**config.mk**
```make
export PLATFORM = sky130hd
export DESIGN_NAME = lru_buffer_replacer_core
export DESIGN_NICKNAME = d
export VERILOG_FILES = /design/src/rtl/lbr_pkg.sv /design/src/rtl/lbr_ctrl.sv /design/src/rtl/lbr_datapath.sv /design/src/rtl/lru_buffer_replacer_core.sv
export SDC_FILE = /design/constraint.sdc
export NUM_CORES = 2
export LEC_CHECK = 0
export BUFFER_PORTS_ARGS = -buffer_cell sky130_fd_sc_hd__buf_2
export CAP_MARGIN = 10
export CORE_ASPECT_RATIO = 0.5
export CORE_MARGIN = 3
export CORE_UTILIZATION = 50
export CTS_CLUSTER_DIAMETER = 80
export CTS_CLUSTER_SIZE = 30
export DETAILED_ROUTE_END_ITERATION = 10
export HOLD_SLACK_MARGIN = 0.08
export PLACE_DENSITY = 0.65
export SETUP_SLACK_MARGIN = 0.1
export SYNTH_ARGS = -nofsm -noshare
export SYNTH_HDL_FRONTEND = slang
export SYNTH_SLANG_ARGS = --single-unit
```
**constraint.sdc**
```tcl
create_clock -name clk -period 12.5 [get_ports clk]
set_clock_uncertainty 0.05 [all_clocks]
set_input_delay 0.625 -clock clk [delete_from_list [all_inputs] [get_ports clk]]
set_output_delay 0.625 -clock clk [all_outputs]
set_load 0.005 [all_outputs]
```
**src/rtl/lbr_pkg.sv**
```systemverilog
// ----------------------------------------------------------------------------
// lbr_pkg
// Shared types and codes of the LRU buffer replacer: request and response
// payloads, operation and error codes, controller state, command and status.
// ----------------------------------------------------------------------------
package lbr_pkg;

  localparam int ID_BITS    = 6;
  localparam int COUNT_BITS = 7;
  localparam int KIND_BITS  = 3;
  localparam int ERR_BITS   = 2;

  // operation codes
  localparam logic [KIND_BITS-1:0] KIND_RECORD    = 3'd0;
  localparam logic [KIND_BITS-1:0] KIND_SET_EVICT = 3'd1;
  localparam logic [KIND_BITS-1:0] KIND_EVICT     = 3'd2;
  localparam logic [KIND_BITS-1:0] KIND_REMOVE    = 3'd3;
  localparam logic [KIND_BITS-1:0] KIND_PEEK      = 3'd4;

  // error codes
  localparam logic [ERR_BITS-1:0] ERR_NONE        = 2'd0;
  localparam logic [ERR_BITS-1:0] ERR_RANGE       = 2'd1;
  localparam logic [ERR_BITS-1:0] ERR_UNEVICTABLE = 2'd2;
  localparam logic [ERR_BITS-1:0] ERR_UNTRACKED   = 2'd3;

  localparam logic [COUNT_BITS-1:0] FRAME_COUNT_RESET = 7'd64;

  typedef struct packed {
    logic [KIND_BITS-1:0] kind;
    logic [ID_BITS-1:0]   frame_id;
    logic                 evictable;
  } lbr_req_t;

  typedef struct packed {
    logic                  ok;
    logic [ID_BITS-1:0]    victim_frame;
    logic [ERR_BITS-1:0]   error;
    logic [COUNT_BITS-1:0] evictable_total;
  } lbr_resp_t;

  typedef enum logic [1:0] {
    ST_IDLE,
    ST_SCAN,
    ST_COMMIT
  } lbr_state_t;

  typedef struct packed {
    logic capture;    // latch request, rewind the scan
    logic scan_step;  // advance the victim scan by one frame
    logic commit;     // apply the update and load the response
  } lbr_cmd_t;

  typedef struct packed {
    logic scan_kind;  // latched request is evict or peek
    logic scan_done;  // every frame compared
    logic out_free;   // response register can take a new response
  } lbr_stat_t;

endpackage

```
**src/rtl/lbr_ctrl.sv**
```systemverilog
// ----------------------------------------------------------------------------
// lbr_ctrl
// Sequencer of the LRU buffer replacer: accept, scan, commit.
// ----------------------------------------------------------------------------
module lbr_ctrl (
  input  logic              clk,
  input  logic              rst,
  input  logic              req_valid,
  output logic              req_stall,
  input  lbr_pkg::lbr_stat_t stat,
  output lbr_pkg::lbr_cmd_t  cmd
);
  import lbr_pkg::*;

  lbr_state_t state;
  lbr_state_t state_next;

  always_ff @(posedge clk) begin
    if (rst) begin
      state <= ST_IDLE;
    end else begin
      state <= state_next;
    end
  end

  always_comb begin
    state_next = state;
    cmd        = '0;
    req_stall  = 1'b1;
    unique case (state)
      ST_IDLE: begin
        req_stall = 1'b0;
        if (req_valid) begin
          cmd.capture = 1'b1;
          state_next  = ST_SCAN;
        end
      end
      ST_SCAN: begin
        if (!stat.scan_kind || stat.scan_done) begin
          state_next = ST_COMMIT;
        end else begin
          cmd.scan_step = 1'b1;
        end
      end
      ST_COMMIT: begin
        // hold until the response register frees up
        if (stat.out_free) begin
          cmd.commit = 1'b1;
          state_next = ST_IDLE;
        end
      end
      default: begin
        state_next = ST_IDLE;
      end
    endcase
  end

endmodule

```
**src/rtl/lbr_datapath.sv**
```systemverilog
// ----------------------------------------------------------------------------
// lbr_datapath
// Frame table, stamp memory, access clock, victim scan and response register.
// ----------------------------------------------------------------------------
module lbr_datapath #(
  parameter int FRAMES     = 64,
  parameter int STAMP_BITS = 32
) (
  input  logic                             clk,
  input  logic                             rst,
  input  logic                             cfg_valid,
  input  logic [lbr_pkg::COUNT_BITS-1:0]   cfg_data,
  input  lbr_pkg::lbr_req_t                req,
  input  lbr_pkg::lbr_cmd_t                cmd,
  output lbr_pkg::lbr_stat_t               stat,
  output logic                             resp_valid,
  input  logic                             resp_stall,
  output lbr_pkg::lbr_resp_t               resp
);
  import lbr_pkg::*;

  localparam int ID_W  = $clog2(FRAMES);
  localparam int CNT_W = $clog2(FRAMES + 1);

  // latched request
  logic [KIND_BITS-1:0] kind_q;
  logic [ID_BITS-1:0]   id_q;
  logic                 mark_q;

  logic [COUNT_BITS-1:0] frame_count;
  logic [FRAMES-1:0]     tracked;
  logic [FRAMES-1:0]     can_evict;
  logic [STAMP_BITS-1:0] access_clock;
  logic [COUNT_BITS-1:0] evict_cnt;

  logic [STAMP_BITS-1:0] stamp_mem [FRAMES];
  logic [STAMP_BITS-1:0] stamp_q;

  // scan pipeline
  logic [CNT_W-1:0]      scan_addr;
  logic                  rd_valid;
  logic                  rd_cand;
  logic [ID_W-1:0]       rd_idx;
  logic                  found;
  logic [STAMP_BITS-1:0] best;
  logic [ID_W-1:0]       best_idx;

  // commit logic
  logic [31:0]           id_wide;
  logic [ID_W-1:0]       idx;
  logic                  in_range;
  logic [31:0]           best_wide;
  logic [FRAMES-1:0]     tracked_next;
  logic [FRAMES-1:0]     can_evict_next;
  logic [COUNT_BITS-1:0] evict_cnt_next;
  logic [STAMP_BITS-1:0] access_clock_next;
  logic                  mem_we;
  lbr_resp_t             resp_next;

  assign id_wide   = 32'(id_q);
  assign idx       = id_wide[ID_W-1:0];
  assign in_range  = ({1'b0, id_q} < frame_count) && (id_wide < 32'(FRAMES));
  assign best_wide = 32'(best_idx);

  assign stat.scan_kind = (kind_q == KIND_EVICT) || (kind_q == KIND_PEEK);
  assign stat.scan_done = (scan_addr == CNT_W'(FRAMES)) && !rd_valid;
  assign stat.out_free  = !resp_valid || !resp_stall;

  always_ff @(posedge clk) begin
    if (rst) begin
      frame_count <= FRAME_COUNT_RESET;
    end else if (cfg_valid) begin
      frame_count <= cfg_data;
    end
  end

  always_ff @(posedge clk) begin
    if (cmd.capture) begin
      kind_q <= req.kind;
      id_q   <= req.frame_id;
      mark_q <= req.evictable;
    end
  end

  // stamp memory: one write port, one registered read port
  always_ff @(posedge clk) begin
    if (mem_we && cmd.commit) begin
      stamp_mem[idx] <= access_clock_next;
    end
    stamp_q <= stamp_mem[scan_addr[ID_W-1:0]];
  end

  always_ff @(posedge clk) begin
    if (rst) begin
      scan_addr <= '0;
      rd_valid  <= 1'b0;
      found     <= 1'b0;
    end else if (cmd.capture) begin
      scan_addr <= '0;
      rd_valid  <= 1'b0;
      found     <= 1'b0;
    end else begin
      if (cmd.scan_step) begin
        if (scan_addr != CNT_W'(FRAMES)) begin
          rd_valid  <= 1'b1;
          scan_addr <= scan_addr + CNT_W'(1);
        end else begin
          rd_valid <= 1'b0;
        end
      end
      // oldest stamp wins, strict compare keeps the lower id on ties
      if (rd_valid && rd_cand && (!found || (stamp_q < best))) begin
        found <= 1'b1;
      end
    end
  end

  always_ff @(posedge clk) begin
    if (cmd.scan_step && (scan_addr != CNT_W'(FRAMES))) begin
      rd_idx  <= scan_addr[ID_W-1:0];
      rd_cand <= tracked[scan_addr[ID_W-1:0]] && can_evict[scan_addr[ID_W-1:0]];
    end
    if (rd_valid && rd_cand && (!found || (stamp_q < best))) begin
      best     <= stamp_q;
      best_idx <= rd_idx;
    end
  end

  always_comb begin
    tracked_next      = tracked;
    can_evict_next    = can_evict;
    evict_cnt_next    = evict_cnt;
    access_clock_next = access_clock;
    mem_we            = 1'b0;
    resp_next         = '0;
    case (kind_q)
      KIND_RECORD: begin
        if (access_clock != {STAMP_BITS{1'b1}}) begin
          access_clock_next = access_clock + STAMP_BITS'(1);
        end
        if (!in_range) begin
          resp_next.error = ERR_RANGE;
        end else begin
          if (!tracked[idx]) begin
            tracked_next[idx]   = 1'b1;
            can_evict_next[idx] = 1'b0;
          end
          mem_we       = 1'b1;
          resp_next.ok = 1'b1;
        end
      end
      KIND_SET_EVICT: begin
        if (!in_range) begin
          resp_next.error = ERR_RANGE;
        end else if (!tracked[idx]) begin
          resp_next.error = ERR_UNTRACKED;
        end else begin
          if (can_evict[idx] != mark_q) begin
            if (mark_q) begin
              evict_cnt_next = evict_cnt + COUNT_BITS'(1);
            end else if (evict_cnt != '0) begin
              evict_cnt_next = evict_cnt - COUNT_BITS'(1);
            end
            can_evict_next[idx] = mark_q;
          end
          resp_next.ok = 1'b1;
        end
      end
      KIND_EVICT: begin
        if (found) begin
          tracked_next[best_idx]   = 1'b0;
          can_evict_next[best_idx] = 1'b0;
          if (evict_cnt != '0) begin
            evict_cnt_next = evict_cnt - COUNT_BITS'(1);
          end
          resp_next.ok           = 1'b1;
          resp_next.victim_frame = best_wide[ID_BITS-1:0];
        end
      end
      KIND_REMOVE: begin
        if (!in_range) begin
          resp_next.error = ERR_RANGE;
        end else if (!tracked[idx]) begin
          resp_next.error = ERR_UNTRACKED;
        end else if (!can_evict[idx]) begin
          resp_next.error = ERR_UNEVICTABLE;
        end else begin
          tracked_next[idx]   = 1'b0;
          can_evict_next[idx] = 1'b0;
          if (evict_cnt != '0) begin
            evict_cnt_next = evict_cnt - COUNT_BITS'(1);
          end
          resp_next.ok = 1'b1;
        end
      end
      KIND_PEEK: begin
        if (found) begin
          resp_next.ok           = 1'b1;
          resp_next.victim_frame = best_wide[ID_BITS-1:0];
        end
      end
      default: begin
      end
    endcase
    resp_next.evictable_total = evict_cnt_next;
  end

  always_ff @(posedge clk) begin
    if (rst) begin
      tracked      <= '0;
      can_evict    <= '0;
      evict_cnt    <= '0;
      access_clock <= '0;
    end else if (cmd.commit) begin
      tracked      <= tracked_next;
      can_evict    <= can_evict_next;
      evict_cnt    <= evict_cnt_next;
      access_clock <= access_clock_next;
    end
  end

  always_ff @(posedge clk) begin
    if (rst) begin
      resp_valid <= 1'b0;
    end else if (cmd.commit) begin
      resp_valid <= 1'b1;
    end else if (!resp_stall) begin
      resp_valid <= 1'b0;
    end
  end

  always_ff @(posedge clk) begin
    if (cmd.commit) begin
      resp <= resp_next;
    end
  end

endmodule

```
**src/rtl/lru_buffer_replacer_core.sv**
```systemverilog
// ----------------------------------------------------------------------------
// lru_buffer_replacer_core
// LRU replacement tracker for a pool of buffer frames.
// ----------------------------------------------------------------------------
// Each request is one operation on the frame table: record an access, set or
// clear a frame's evictable mark, evict the victim, remove a frame, or peek at
// the victim; every request returns exactly one response. Evict and peek run
// the victim scan, which reads one stamp per cycle from the single read port
// of the stamp memory and compares it against the oldest so far; the other
// codes skip the scan. A new request is taken while the previous response
// still waits in the output register; a stalled response delays only the
// commit step. The frame_count register is written on the cfg channel
// (always ready); the user must write it only while the block is idle, and
// the block itself does not enforce this. There is no clearing pass after
// reset.
// ----------------------------------------------------------------------------
module lru_buffer_replacer_core #(
  parameter int FRAMES     = 64,
  parameter int STAMP_BITS = 32
) (
  input  logic                           clk,
  input  logic                           rst,
  input  logic                           req_valid,
  output logic                           req_stall,
  input  lbr_pkg::lbr_req_t              req,
  output logic                           resp_valid,
  input  logic                           resp_stall,
  output lbr_pkg::lbr_resp_t             resp,
  input  logic                           cfg_valid,
  output logic                           cfg_ready,
  input  logic [lbr_pkg::COUNT_BITS-1:0] cfg_data
);
  import lbr_pkg::*;

  lbr_cmd_t  cmd;
  lbr_stat_t stat;

  // the config register accepts a write in any cycle
  assign cfg_ready = 1'b1;

  // sequence each request: accept, scan (evict and peek), commit
  lbr_ctrl u_ctrl (
    .clk       (clk),
    .rst       (rst),
    .req_valid (req_valid),
    .req_stall (req_stall),
    .stat      (stat),
    .cmd       (cmd)
  );

  // frame table, stamps, access clock and the response register
  lbr_datapath #(
    .FRAMES     (FRAMES),
    .STAMP_BITS (STAMP_BITS)
  ) u_datapath (
    .clk        (clk),
    .rst        (rst),
    .cfg_valid  (cfg_valid && cfg_ready),
    .cfg_data   (cfg_data),
    .req        (req),
    .cmd        (cmd),
    .stat       (stat),
    .resp_valid (resp_valid),
    .resp_stall (resp_stall),
    .resp       (resp)
  );

endmodule

```
Yosys cells after proc, flatten, opt, wreduce, memory -nomap -nowiden
Memory sizes are Yosys's and may differ from the RTL's. A register that Yosys moved wholly into a read port is not among the register bits.
Cells that the tools add are included.
{"block": "classes", "add_sub_neg": 4, "magnitude_cmp": 8, "eq_ne": 23, "muxes": 74, "n_bitwise": 7, "reduce_logical": 30}
{"operator": "$mux W64", "count": 15}
{"operator": "$and A64 B64 Y64", "count": 4}
{"operator": "$pmux W64 S4", "count": 1}
{"operator": "$pmux W64 S3", "count": 1}
{"operator": "$not A64 Y64", "count": 2}
{"operator": "$mux W7", "count": 10}
{"operator": "$bwmux W64", "count": 1}
{"operator": "$mux W32", "count": 2}
{"operator": "$or A64 B64 Y64", "count": 1}
{"operator": "$add A32 B1 Y32 const B", "count": 1}
{"operator": "$lt A32 B32 Y1", "count": 1}
{"operator": "$ne A32 B32 Y1 const B", "count": 1}
{"operator": "$lt A6 B7 Y1 const B", "count": 4}
{"operator": "$mux W1", "count": 26}
{"operator": "$bmux W1 S6", "count": 4}
{"operator": "$pmux W7 S3", "count": 1}
{"operator": "$ne A2 B1 Y1 const B", "count": 10}
{"operator": "$mux W2", "count": 8}
{"operator": "$add A7 B1 Y7 const B", "count": 2}
{"operator": "$demux W1 S6", "count": 2}
{"operator": "$ge A6 B1 Y1 const B", "count": 2}
{"operator": "$pmux W2 S3", "count": 2}
{"operator": "$reduce_and A11 Y1", "count": 1}
{"operator": "$logic_and A1 B1 Y1", "count": 9}
{"operator": "other kinds (23)", "count": 35}
{"block": "word_totals", "regBits": 257, "mem_bits_rw": 2048, "inputBits": 22, "output_inout_bits": 19, "wordCells": 168, "memories": 1}
{"name": "u_datapath.stamp_mem", "depth": 64, "width": 32, "rd": 1, "rd_clocked_by_memory_dff": 1, "write_ports": 1, "line": "lbr_datapath.sv:36", "rtl": "logic [STAMP_BITS-1:0] stamp_mem [FRAMES];"}

Depth between registers and ports, before layout
{"block": "depth", "word_depth": 10, "depth_mapped": 16, "ltp_nobuf": 11}

Hierarchy
A second synthesis with hierarchy kept.
{"block": "hier_totals", "hier_cells": 5032, "area_unflattened_um2": 94723.3}
{"mod": "lbr_datapath", "n_inst": 1, "cells_each": 5015, "area_each_um2": 94583.2, "seq_area_each_um2": 67955.2}
{"mod": "lbr_ctrl", "n_inst": 1, "cells_each": 15, "area_each_um2": 128.9, "seq_area_each_um2": 40.0}
{"mod": "lru_buffer_replacer_core", "n_inst": 1, "cells_each": 2, "area_each_um2": 11.3, "seq_area_each_um2": 0.0}

Worst setup path before layout
Ideal clock, no wire load.
{"block": "synth_timing", "path_kind": "register -> register", "start": "register u_datapath.access_clock[4]", "end": "memory u_datapath.stamp_mem[0][31], data pin", "setup_time_ps": 568, "arrival_ps": 4124, "required_time_ps": 11882, "path_slack_ps": 7758, "stages_incl_launch_ff": 11, "path_buffers": 3, "period_less_slack_ps": 4742, "cell_sequence": "dfxtp_1 clkbuf_1 and4_1 clkbuf_1 and4_1 a31o_2 clkbuf_1 or3_1 nor3_1 nand4_1 xnor2_1"}
{"block": "synth_via", "elab_chain_cells": 3, "word_cells_on_any_way": 4, "cone_classes": "add/sub: 1; eq/ne: 1; mux: 2"}
{"element": "start: declaration", "line": "lbr_datapath.sv:33", "rtl": "logic [STAMP_BITS-1:0] access_clock;"}
{"element": "start signal: assignment", "line": "lbr_datapath.sv:218", "rtl": "access_clock <= access_clock_next;"}
{"element": "$add A32 B1 Y32 / $ne A32 B32 Y1 (equally long branches)", "line": "lbr_datapath.sv:139, lbr_datapath.sv:138"}
{"element": "$mux W32 *", "line": "lbr_datapath.sv:138", "rtl": "if (access_clock != {STAMP_BITS{1'b1}}) begin"}
{"element": "$mux W32 *", "line": "lbr_datapath.sv:136", "rtl": "case (kind_q)"}
{"element": "net u_datapath.access_clock_next[31]", "line": "lbr_datapath.sv:56", "rtl": "logic [STAMP_BITS-1:0] access_clock_next;"}
{"element": "end: declaration", "line": "lbr_datapath.sv:36"}
The timed path passes the listed nets; every way through them passes the cells marked *.

Worst setup path in the final report
{"block": "layout_timing", "start": "register u_datapath.id_q[0]", "end": "register u_datapath.tracked[49]"}
{"block": "layout_via", "elab_chain_cells": 10, "word_cells_on_any_way": 27, "cone_classes": "order compare: 4; eq/ne: 5; mux: 12; bitwise: 3; reduce/logical: 3"}
{"element": "start: declaration", "line": "lbr_datapath.sv:27", "rtl": "logic [ID_BITS-1:0] id_q;"}
{"element": "start signal: assignment", "line": "lbr_datapath.sv:80", "rtl": "id_q <= req.frame_id;"}
{"element": "$lt A6 B7 Y1 / $ge A6 B1 Y1 (equally long branches)", "line": "lbr_datapath.sv:62, lbr_datapath.sv:145, lbr_datapath.sv:188"}
{"element": "$logic_and A1 B1 Y1 (implied by the code)", "line": "lbr_datapath.sv:145, lbr_datapath.sv:188"}
{"element": "$mux W1 (implied by the code)", "line": "lbr_datapath.sv:145, lbr_datapath.sv:188"}
{"element": "$demux W1 S6"}
{"element": "$not A64 Y64 (no line)"}
{"element": "$and A64 B64 Y64 (no line)"}
{"element": "$mux W64", "line": "lbr_datapath.sv:185", "rtl": "end else if (!can_evict[idx]) begin"}
{"element": "$mux W64", "line": "lbr_datapath.sv:183", "rtl": "end else if (!tracked[idx]) begin"}
{"element": "$mux W64", "line": "lbr_datapath.sv:181", "rtl": "if (!in_range) begin"}
{"element": "$pmux W64 S3", "line": "lbr_datapath.sv:136"}
{"element": "end signal: assignment", "line": "lbr_datapath.sv:215", "rtl": "tracked <= tracked_next;"}
{"element": "end: declaration", "line": "lbr_datapath.sv:31", "rtl": "logic [FRAMES-1:0] tracked;"}
Parallel ways exist; a longest one is shown, timed or not. The select of a mux whose other input is x is not followed.
A chain may end at the register's enable or synchronous reset.

==> impl_summary.log <==
INFO  metric synth_edf_count = 2119
INFO  metric power.ir.vdd_worst = 0.136 mV
INFO  metric yosys_most_used_dff = sky130_fd_sc_hd__edfxtp_1
INFO  metric fmaxAchievable = 178 MHz
INFO  metric placed_cells = 7398
INFO  metric place_ws = 7.01 ns
INFO  metric crit_arrival = 6.26 ns
INFO  metric postCtsSetupBuffers = 0
INFO  metric clock_insertion_delay_worst_skew = 0.78 ns
INFO  metric detailedPlacementHpwl = 152 mm
INFO  metric final.min_clock_period = 5.63 ns
INFO  metric die_width = 622 um
INFO  metric effective_utilization_at_floorplan = 50.6%
INFO  metric timing.final.hold_violations = 0
INFO  metric final_max_slew_viol_count = 0
INFO  metric path_common_cell = sky130_fd_sc_hd__buf_4
INFO  metric cts-root-to-sink-buffers = 3
INFO  metric clock_slew_at_the_register_clock_pins_of_the_worst_setup_and_hold_paths = 0.12 ns
INFO  metric numCtsBuffers = 89
INFO  metric design.final.nets = 5065
INFO  metric first_pass_grt_wire_length = 375 mm
INFO  metric place.gp.congestion = 0.928
INFO  metric synthCells = 5064
INFO  metric timing.critical_path.max_delay_family = simple AND/OR/NAND/NOR gates
INFO  metric core_area = 188000 um^2
INFO  metric measured_slew_at_the_worst_slew_check_pin = 1.24 ns
INFO  metric path_class = flop to flop
INFO  metric num_io_pins = 41
INFO  metric tns = 0 ns
INFO  metric routed_wirelength = 265 mm
INFO  metric period_utilization_post_route = 45.0%
INFO  metric pwr_density_cell = 123 nW/um^2
INFO  metric status = completed
INFO  metric cts_tree = done
INFO  metric die_span_in_y = 314 um
INFO  metric worst_hold_path_type = input pin to flop
INFO  metric cts.root.buffer_cell = sky130_fd_sc_hd__clkbuf_16
INFO  metric postSynth.asyncResetShare = 0%
INFO  metric antenna_found_initial = 24
INFO  metric detail_route.wl_per_cell = 34.9 um
INFO  metric critPathBufInv = 2
INFO  metric synth_area_per_cell = 18.7 um^2
INFO  metric critical-path-max-stage-delay = 1.11 ns
INFO  metric vias_in_the_first_global_route = 48.9k
INFO  metric worstPathCellList = nor3b_2 > a22oi_1 > o22ai_1 > nor4b_4 > or4_1 > a2bb2oi_4 > buf_4 > buf_4 > nand4_1 > a221oi_1
INFO  metric iteration_0_drc_markers = 8326
INFO  metric worst_setup_path_start_kind = flop
INFO  metric cap_viol_max_count = 0
INFO  metric instances_no_fill = 7600
INFO  metric synth-warning-count = 0
INFO  metric antenna_left = 0
INFO  metric areaGrowthSynthToFinish = 7.20%
INFO  metric synthesis.nets = 5128
INFO  metric placementRows = 112
INFO  metric drc = 0
INFO  metric share_of_final_layout_standard_cells_stronger_than_drive_strength_1 = 22.7%
INFO  metric cpMaxStageDelayCell = sky130_fd_sc_hd__edfxtp_1
INFO  metric h-tree-depth = 3
INFO  metric netlist-cell-type-count = 73
INFO  metric seq_area_frac_synth = 71.6%
INFO  metric unrepaired_setup_endpoints_after_global_routing = false
INFO  metric report.power.total = 12.5 mW
INFO  metric vias = 51.4k
INFO  metric globalRouteOverflowTotal = 0
INFO  metric grt_start_max_net_pins = 153
INFO  metric post_drt_via_cell_ratio = 6.76
INFO  metric detail_route.first_pass.iterations = 8
INFO  metric p_leak = 25.3 nW
INFO  metric critical_path_required = 13.12 ns
INFO  metric layout_common_cells = sky130_fd_sc_hd__edfxtp_1, sky130_fd_sc_hd__mux4_2, sky130_fd_sc_hd__nand2_1, sky130_fd_sc_hd__dfxtp_1, sky130_fd_sc_hd__o21ai_0
INFO  metric timing.critical_path.fanout_max = 76
INFO  metric layout_commonest_cell = sky130_fd_sc_hd__edfxtp_1
INFO  metric tritoncts_num_sinks = 2337
INFO  metric timing.critical_path.to_type = flop
INFO  metric final-setup-viol-count = 0
INFO  metric die-area = 195000 um^2
INFO  metric fin_ws = 6.87 ns
INFO  metric yosys_register_bits = 2337
INFO  metric port-buffer-count = 39
INFO  metric max-slew-margin-rel = 17.4%
INFO  metric synthesis.area = 94900 um^2
INFO  metric fin_util = 54.2%
INFO  metric overall_global_routing_usage = 27.1%
repair_timing:
| item | CTS | global route |
|---|---|---|
| hold buffers | 18 | 0 |
| endpoints found under the hold margin | 18 | 0 |
| resized for setup | 0 | 0 |
through the flow:
step	hold slack, ns	instance area, um^2
3_5_place_dp	0.356	98800
2_1_floorplan	0.350	94900
6_report	0.190	102000
5_1_grt	0.187	102000
4_1_cts	0.128	102000
3_3_place_gp	0.352	98700
power by group:
group | leakage (nW) | switching (mW) | internal (mW)
logic | 6.49 | 0.204 | 0.0972
clock network | 1.29 | 2.35 | 1.44
registers | 17.6 | 0.0272 | 8.41
total | 25.3 | 2.58 | 9.95
cell type report:
class,count,area [um^2]
inverter,52,195
sequential,2337,68000
clock inverter,9,136
antenna,16,40.0
multi-input combinational,2335,26200
tap,2508,3140
clock buffer,157,2570
fill,14200,85900
timing repair buffer,186,1480
state kept, by name (all words and copies together) (netlist names):
signal,cells
u_datapath.tracked,64
u_datapath.resp_valid,1
u_datapath.can_evict,64
u_datapath.found,1
u_datapath.frame_count,7
u_datapath.rd_valid,1
u_datapath.mark_q,1
u_datapath.access_clock,32
u_datapath.stamp_mem,2048
u_datapath.best,32
u_datapath.best_idx,6
u_datapath.scan_addr,7
u_datapath.evict_cnt,7
u_datapath.resp,16
u_datapath.kind_q,3
u_datapath.id_q,6
u_datapath.rd_idx,6
u_ctrl.state,2
u_datapath.rd_cand,1
u_datapath.stamp_q,32
synth_stat cells, drive strengths merged (91+ instances only):
cell type / number / area share (%)
and3: 91 / 0.60
dfxtp: 218 / 4.6
edfxtp: 2119 / 67
mux4: 683 / 16
a21oi: 152 / 0.80
nand2: 290 / 1.1
clkbuf: 227 / 0.90
nor3: 96 / 0.82
o21ai: 176 / 0.93
nor2: 239 / 0.95
buf: 106 / 0.63
cells by family (layout without fill, tap and decap cells):
logic type	count (synthesis)	count (layout)	share of synthesized area (%)
compound gates	595	595	3.97
xor+xnor	68	68	0.627
fa+ha+maj	42	42	0.553
buf+inv	392	404	1.80
flops	2337	2337	71.6
mux	729	729	16.7
other cells	1	17	0.00395
simple gates	900	900	4.74
final timing paths:
| path | start | end | slack (ns) | depth (start not counted) |
|---|---|---|---|---|
| hold / removal | req_valid | u_ctrl.state[0] | 0.19 | 4 |
| hold reg to reg | u_datapath.rd_idx[5] | u_datapath.best_idx[5] | 0.38 | 0 |
| setup reg to reg | u_datapath.id_q[0] | u_datapath.tracked[49] | 6.87 | 10 |
| setup / recovery | u_datapath.id_q[0] | u_datapath.tracked[49] | 6.87 | 10 |
routing by layer:
layer	vias to the layer above	global-route usage, %	wire (um)
met4	10	4.87	4950
met3	318	7.66	33400
met5	-	0	68
met1	27600	42.4	112000
li1	20500	-	-
met2	2966	38.3	114000
worst min-delay path: stages:
cell and delay, ns:
sky130_fd_sc_hd__buf_2 0.10, sky130_fd_sc_hd__inv_1 0.06, sky130_fd_sc_hd__mux2i_1 0.06, sky130_fd_sc_hd__nor3b_1 0.13
Note: power is estimated with default switching activity, not from simulation.
